$ cat config.mk
export PLATFORM = sky130hd
export DESIGN_NAME = distance_vector_update
export DESIGN_NICKNAME = d
export VERILOG_FILES = /design/src/rtl/dvu_pkg.sv /design/src/rtl/distance_vector_update.sv
export SDC_FILE = /design/constraint.sdc
export NUM_CORES = 1
export LEC_CHECK = 0
export BUFFER_PORTS_ARGS = -buffer_cell sky130_fd_sc_hd__buf_4
export CAP_MARGIN = 10
export CORE_MARGIN = 2
export CORE_UTILIZATION = 55
export CTS_CLUSTER_SIZE = 10
export DETAILED_ROUTE_END_ITERATION = 8
export GPL_TIMING_DRIVEN = 0
export PLACE_DENSITY = 0.77
export RECOVER_POWER = 25
export SLEW_MARGIN = 20
export SYNTH_ARGS = -nofsm -noshare
export SYNTH_HDL_FRONTEND = slang
export SYNTH_SLANG_ARGS = --single-unit
$ cat constraint.sdc
create_clock -name clk -period 9.3 [get_ports clk]
set_input_delay 0.465 -clock clk [delete_from_list [all_inputs] [get_ports clk]]
set_output_delay 0.465 -clock clk [all_outputs]
set_load 0.005 [all_outputs]
$ cat src/rtl/dvu_pkg.sv
`timescale 1ns / 1ps

package dvu_pkg;

	localparam int NODE_COUNT = 4;
	localparam int COST_W     = 10;
	localparam int ID_W       = 2;
	localparam int NODE_IDX_W = $clog2(NODE_COUNT);
	localparam int CFG_IDX_W  = 3;

	localparam logic [COST_W-1:0] INF_COST = COST_W'(999);

	typedef logic [COST_W-1:0] cost_t;
	typedef logic [ID_W-1:0]   node_id_t;
	typedef cost_t [NODE_COUNT-1:0] cost_vec_t;
	typedef logic [NODE_COUNT-1:0] node_mask_t;

	// configuration register indexes
	localparam logic [CFG_IDX_W-1:0] CFG_OWN_NODE_ID   = CFG_IDX_W'(0);
	localparam logic [CFG_IDX_W-1:0] CFG_NEIGHBOR_MASK = CFG_IDX_W'(1);
	localparam logic [CFG_IDX_W-1:0] CFG_LINK_COST_0   = CFG_IDX_W'(2);
	localparam logic [CFG_IDX_W-1:0] CFG_LINK_COST_LAST = CFG_IDX_W'(2 + NODE_COUNT - 1);

endpackage

$ cat src/rtl/distance_vector_update.sv
`timescale 1ns / 1ps

// Channel  Handshake              Payload
// -------  ---------------------  --------------------------------------------------
// in       in_valid / in_ready    sender_id, peer_cost_0..3
// out      out_valid / out_ready  from_node, to_node, best_cost_0..3, last_packet
// cfg      cfg_valid / cfg_ready  cfg_index, cfg_data (cfg_ready is always high)
//
// An accepted item waits in the input register; the relaxation, the table update and the
// loading of the packet register happen in the cycle it leaves it.
// The packet register sends one packet per cycle while out_ready is high: for an item that
// updates a cost with a nonempty mask, one per neighbor bit set (1 to 4); others send none.
// A new item is accepted while the previous burst drains; it waits in the input
// register only if it also triggers a burst and the current one has not finished.
// Reset sets every learned and link cost to unreachable and clears the id and mask.
module distance_vector_update (
	input  logic                             clk,
	input  logic                             arst_n,
	input  logic                             in_valid,
	output logic                             in_ready,
	input  logic [dvu_pkg::ID_W-1:0]         sender_id,
	input  logic [dvu_pkg::COST_W-1:0]       peer_cost_0,
	input  logic [dvu_pkg::COST_W-1:0]       peer_cost_1,
	input  logic [dvu_pkg::COST_W-1:0]       peer_cost_2,
	input  logic [dvu_pkg::COST_W-1:0]       peer_cost_3,
	output logic                             out_valid,
	input  logic                             out_ready,
	output logic [dvu_pkg::ID_W-1:0]         from_node,
	output logic [dvu_pkg::ID_W-1:0]         to_node,
	output logic [dvu_pkg::COST_W-1:0]       best_cost_0,
	output logic [dvu_pkg::COST_W-1:0]       best_cost_1,
	output logic [dvu_pkg::COST_W-1:0]       best_cost_2,
	output logic [dvu_pkg::COST_W-1:0]       best_cost_3,
	output logic                             last_packet,
	input  logic                             cfg_valid,
	output logic                             cfg_ready,
	input  logic [dvu_pkg::CFG_IDX_W-1:0]    cfg_index,
	input  logic [dvu_pkg::COST_W-1:0]       cfg_data
);
	import dvu_pkg::*;

	// configuration
	node_id_t   own_id_q;
	node_mask_t nbr_mask_q;
	cost_vec_t  link_q;

	// routing state
	cost_vec_t  learned_q;

	// input register
	logic       valid_s1;
	node_id_t   sender_s1;
	cost_vec_t  peer_s1;

	// packet register
	node_mask_t pkt_mask_q;
	node_id_t   pkt_from_q;
	cost_vec_t  pkt_best_q;

	cost_t      to_sender;
	logic       reach;
	logic [COST_W:0] sum [NODE_COUNT];
	cost_vec_t  best_cur;
	cost_vec_t  learned_nxt;
	cost_vec_t  best_nxt;
	node_mask_t upd;
	logic       emit;
	logic       burst_done;
	logic       commit;
	logic       in_fire;
	logic       out_fire;
	logic [CFG_IDX_W-1:0] link_sel;
	node_id_t   low_idx;

	assign cfg_ready = 1'b1;
	assign link_sel  = cfg_index - CFG_LINK_COST_0;

	always_ff @(posedge clk or negedge arst_n) begin
		if (!arst_n) begin
			own_id_q   <= '0;
			nbr_mask_q <= '0;
			for (int d = 0; d < NODE_COUNT; d++) begin
				link_q[d] <= INF_COST;
			end
		end else if (cfg_valid && cfg_ready) begin
			case (cfg_index) inside
				CFG_OWN_NODE_ID:   own_id_q   <= cfg_data[ID_W-1:0];
				CFG_NEIGHBOR_MASK: nbr_mask_q <= cfg_data[NODE_COUNT-1:0];
				[CFG_LINK_COST_0:CFG_LINK_COST_LAST]: link_q[link_sel[NODE_IDX_W-1:0]] <= cfg_data;
				default: ;
			endcase
		end
	end

	// relaxation through the sender
	always_comb begin
		to_sender = (link_q[sender_s1] < learned_q[sender_s1]) ?
			link_q[sender_s1] : learned_q[sender_s1];
		reach = (to_sender != INF_COST);
		for (int d = 0; d < NODE_COUNT; d++) begin
			best_cur[d] = (link_q[d] < learned_q[d]) ? link_q[d] : learned_q[d];
			sum[d] = {1'b0, peer_s1[d]} + {1'b0, to_sender};
			upd[d] = reach && (own_id_q != NODE_IDX_W'(d)) && (sum[d] < {1'b0, best_cur[d]});
			learned_nxt[d] = upd[d] ? sum[d][COST_W-1:0] : learned_q[d];
			best_nxt[d] = (link_q[d] < learned_nxt[d]) ? link_q[d] : learned_nxt[d];
		end
	end

	assign emit       = (|upd) && (|nbr_mask_q);
	assign out_valid  = |pkt_mask_q;
	assign out_fire   = out_valid && out_ready;
	assign burst_done = !out_valid || (out_ready && last_packet);
	assign commit     = valid_s1 && (!emit || burst_done);
	assign in_ready   = !valid_s1 || commit;
	assign in_fire    = in_valid && in_ready;

	always_ff @(posedge clk or negedge arst_n) begin
		if (!arst_n) begin
			valid_s1 <= 1'b0;
		end else if (in_fire) begin
			valid_s1 <= 1'b1;
		end else if (commit) begin
			valid_s1 <= 1'b0;
		end
	end

	always_ff @(posedge clk) begin
		if (in_fire) begin
			sender_s1  <= sender_id;
			peer_s1[0] <= peer_cost_0;
			peer_s1[1] <= peer_cost_1;
			peer_s1[2] <= peer_cost_2;
			peer_s1[3] <= peer_cost_3;
		end
	end

	always_ff @(posedge clk or negedge arst_n) begin
		if (!arst_n) begin
			for (int d = 0; d < NODE_COUNT; d++) begin
				learned_q[d] <= INF_COST;
			end
		end else if (commit) begin
			learned_q <= learned_nxt;
		end
	end

	// load a new burst, or drop the neighbor just served
	always_ff @(posedge clk or negedge arst_n) begin
		if (!arst_n) begin
			pkt_mask_q <= '0;
		end else if (commit && emit) begin
			pkt_mask_q <= nbr_mask_q;
		end else if (out_fire) begin
			pkt_mask_q <= pkt_mask_q & (pkt_mask_q - NODE_COUNT'(1));
		end
	end

	always_ff @(posedge clk) begin
		if (commit && emit) begin
			pkt_from_q <= own_id_q;
			pkt_best_q <= best_nxt;
		end
	end

	// lowest pending neighbor goes first
	always_comb begin
		low_idx = '0;
		for (int i = NODE_COUNT - 1; i >= 0; i--) begin
			if (pkt_mask_q[i]) begin
				low_idx = NODE_IDX_W'(i);
			end
		end
	end

	assign from_node   = pkt_from_q;
	assign to_node     = low_idx;
	assign best_cost_0 = pkt_best_q[0];
	assign best_cost_1 = pkt_best_q[1];
	assign best_cost_2 = pkt_best_q[2];
	assign best_cost_3 = pkt_best_q[3];
	assign last_packet = ((pkt_mask_q & (pkt_mask_q - NODE_COUNT'(1))) == '0);

`ifndef SYNTHESIS
	a_no_burst_overrun: assert property (@(posedge clk) disable iff (!arst_n)
		!(commit && emit && out_valid && !(out_ready && last_packet)))
		else $error("burst loaded over unfinished burst");

	a_burst_ends: assert property (@(posedge clk) disable iff (!arst_n)
		(out_fire && last_packet && !(commit && emit)) |=> !out_valid)
		else $error("packets after last packet");

	a_learned_bound: assert property (@(posedge clk) disable iff (!arst_n)
		(learned_q[0] <= INF_COST) && (learned_q[1] <= INF_COST) &&
		(learned_q[2] <= INF_COST) && (learned_q[3] <= INF_COST))
		else $error("learned cost above unreachable");

	a_learned_monotonic: assert property (@(posedge clk) disable iff (!arst_n)
		valid_s1 |=> (learned_q[0] <= $past(learned_q[0])) &&
		(learned_q[1] <= $past(learned_q[1])) &&
		(learned_q[2] <= $past(learned_q[2])) &&
		(learned_q[3] <= $past(learned_q[3])))
		else $error("learned cost increased");
`endif

endmodule

==> metrics.md <==
| Metric | Value |
|---|---|
| Util after Layout | 64.4% |
| Worst Clk Skew | 0.0134 ns |
| Worst min path class | primary input to flop |
| Metal2 WL | 16800 µm |
| CORE AREA | 0.0225 mm² |
| Reg clk slew, reported paths | 0.08 ns |
| Routed Antenna Nets | 0 |
| Largest delay contributor family on the critical path | compound AO/OA/AOI/OAI gates |
| # IOs | 108 |
| Pins Over Slew Limit | 92 |
| Asr flop ratio synth | 52.0% |
| Synth Cell Area | 0.0125 mm² |
| Netlist cell types | 70 |
| Hold_buf cts | 0 |
| Clock tree buffer depth | 2 |
| Commonest cells after routing, fill and taps aside | ha_1 (165), mux2_2 (103), inv_1 (88) |
| Relative slew slack | -235% |
| Pre-antenna DRT Iters | 5 |
| Congestion Overflow GR | 0 |
| Maximum Capacitance Violations | 1 |
| Final hold vios | 0 |
| Worst Setup Start Kind | flop |
| WL met1 | 14400 µm |
| Die H | 155 µm |
| Die area | 0.0240 mm² |
| Std-Cell Rows | 55 |
| Layout cell share with drive strength beyond 1 | 29.1% |
| Register area share after synthesis | 39.0% |
| Number of global-route vias before repair | 9613 |
| RD Place Congestion | 1.02 |
| Period utilisation layout | 95.4% |
| Setup-failing EPs final | 0 |
| Initial Util | 55.6% |
| CP arrival | 9.06 ns |
| Crit path buf inv count | 6 |
| Worst-Margin Slew | 5.03 ns |
| Failing checks | capacitance limit, slew limit |
| Fmax | 113 MHz |
| TritonCTS clock tree | built |
| DR WL/cell | 22.1 µm |
| Synth Flop Type | edfxtp_1 |
| Total wire length | 34900 µm |
| Clk sink count | 175 |
| Post-layout minimum cycle time | 8.87 ns |
| Area Overhead vs Synth | 15.9% |
| Number of port buffers | 106 |
| CTS Buf Count | 17 |
| Synthesized area per cell | 11.0 µm² |
| Antenna cell count | 0 |
| Post-Synthesis Cells | 1135 |
| Clock Latency Late Sink | 0.44 ns |
| Critical path class | flop to flop |
| Global-route wire length before repair | 52700 µm |
| Most frequent CP cell | a21o_1 |
| Root buffer cell | clkbuf_16 |
| Max layer used | met4 |
| WL met3 | 2430 µm |
| FF+latch count, synth | 175 |
| Vias | 9696 |
| # DRC | 0 |
| Post-detail-place hpwl | 26300 µm |
| Final net count | 1507 |
| Crit-path slowest cell | edfxtp_1 |
| EDFF count, synth | 84 |
| GRT Overall Usage | 29.3% |
| Syn_nets | 1364 |
| DR vias/cell | 6.15 |
| Commonest non-fill, non-tap cell in the layout | ha_1 |
| Crit. End Element | flop |
| Crit path max fanout | 10 |
| Initial antenna violation count | 0 |
| Largest net degree at the start of global routing | 92 |
| Syn. warnings | 0 |
| CP peak stage delay | 0.42 ns |
| Required @ worst endpoint | 9.49 ns |
| Die width | 155 µm |
| H-tree levels | 4 |
| DRT iter0 DRCs | 698 |
| Status | finished, violations left |
## what timing repair did
action	4_1_cts	5_1_grt
setup buffers	2	9
gates cloned	0	1
gates resized for setup	7	19
pin swaps	0	2
endpoints found under the setup margin	35	20
## cells in the mapped netlist (3+ instances only)
master     instances  area [µm²]
nand2b_1          12        75.1
mux2_2           104        1170
mux2i_1           26         260
a2111oi_0          4        35.0
a221oi_1           3        26.3
dfrtp_1           27         676
dfstp_2           64        1680
a211o_1            5        43.8
a21boi_0           4        30.0
xor2_1            16         140
nor2_1            56         210
nand2_1           79         297
nor3_1            15        75.1
buf_6              5        56.3
nand4b_1           4        35.0
xnor2_1           13         114
fa_1               4        80.1
mux4_2            11         248
mux4_1             9         236
clkbuf_1          16        60.1
mux2_1             5        56.3
inv_1             88         330
ha_1             165        2060
o21a_1             7        52.6
nand4_1           17         106
buf_2              7        35.0
o211a_1            4        40.0
o211ai_1           4        30.0
o21ai_0           76         380
edfxtp_1          84        2520
a211oi_1           5        37.5
a21oi_1           82         410
nor2b_1           13        81.3
nand3_1           12        60.1
a21o_1            44         330
## cells by family after synthesis
group / share of synthesized area (%)
compound gates: 13.3
simple gates: 8.49
flops: 39.0
fa+ha+maj: 17.2
mux: 16.0
buf+inv: 3.91
xor+xnor: 2.03
other cells: 0.0300
## registers in the layout (all words and copies together) (netlist names)
register     cells
best_cost_0     10
best_cost_1     10
best_cost_2     10
best_cost_3     10
from_node        2
learned_q       40
link_q          40
nbr_mask_q       4
own_id_q         2
peer_s1         40
pkt_mask_q       4
sender_s1        2
valid_s1         1
## layer usage
layer / GRT usage (%) / vias up
li1: - / 4506
met1: 37.3 / 4738
met2: 49.7 / 368
met3: 5.35 / 84
met4: 11.2 / 0
met5: 0 / -
## worst register-to-register path, delay by kind of cell (launching register included)
family | cells | cell delay (ns)
xor+xnor | 1 | 0.18
simple gates | 6 | 1.05
compound gates | 17 | 3.10
mux | 4 | 1.34
flops | 1 | 0.42
buf+inv | 6 | 1.14
fa+ha+maj | 5 | 1.41
## layout make-up
| cell class | count | area, µm² |
|---|---|---|
| Fill cell | 1752 | 8010 |
| Multi-Input combinational cell | 844 | 7200 |
| Sequential cell | 175 | 4880 |
| Timing Repair Buffer | 124 | 958 |
| Clock buffer | 17 | 425 |
| Tap cell | 285 | 357 |
| Inverter | 88 | 330 |
| Buffer | 28 | 175 |
| Clock inverter | 15 | 170 |
## worst paths after layout
kind / to / startpoint / cells past startpoint / slack, ns
max: best_cost_0[0]$_DFFE_PP_ / sender_s1[1]$_DFFE_PP_ / 39 / 0.43
min: peer_s1[33]$_DFFE_PP_ / peer_cost_3[3] / 1 / 0.21
max reg2reg: best_cost_0[0]$_DFFE_PP_ / sender_s1[1]$_DFFE_PP_ / 39 / 0.43
min reg2reg: pkt_mask_q[2]$_DFFE_PN0P_ / nbr_mask_q[2]$_DFFE_PN0P_ / 1 / 0.52
max in group asynchronous: link_q[23]$_DFFE_PN0P_ / arst_n / 1 / 4.62
min in group asynchronous: learned_q[14]$_DFFE_PN0N_ / arst_n / 1 / 1.85
## metrics by stage
step                instance area (µm²)  hold WS (ns)  TNS, ns  instances  setup WS (ns)
finish                            14500         0.215        0       1576          0.432
global route                      14500         0.202   -0.443       1576        -0.0822
CTS                               14400         0.134        0       1566          0.114
detailed placement                13800         0.502    -8.12       1533         -0.587
global placement                  13700         0.502   -89.96       1526          -1.34
floorplan                         12500         0.169        0       1135          0.497
Power is left out: the tool's default activity adds up to more than one toggle a clock period on the data nets, which glitch-free logic cannot reach.
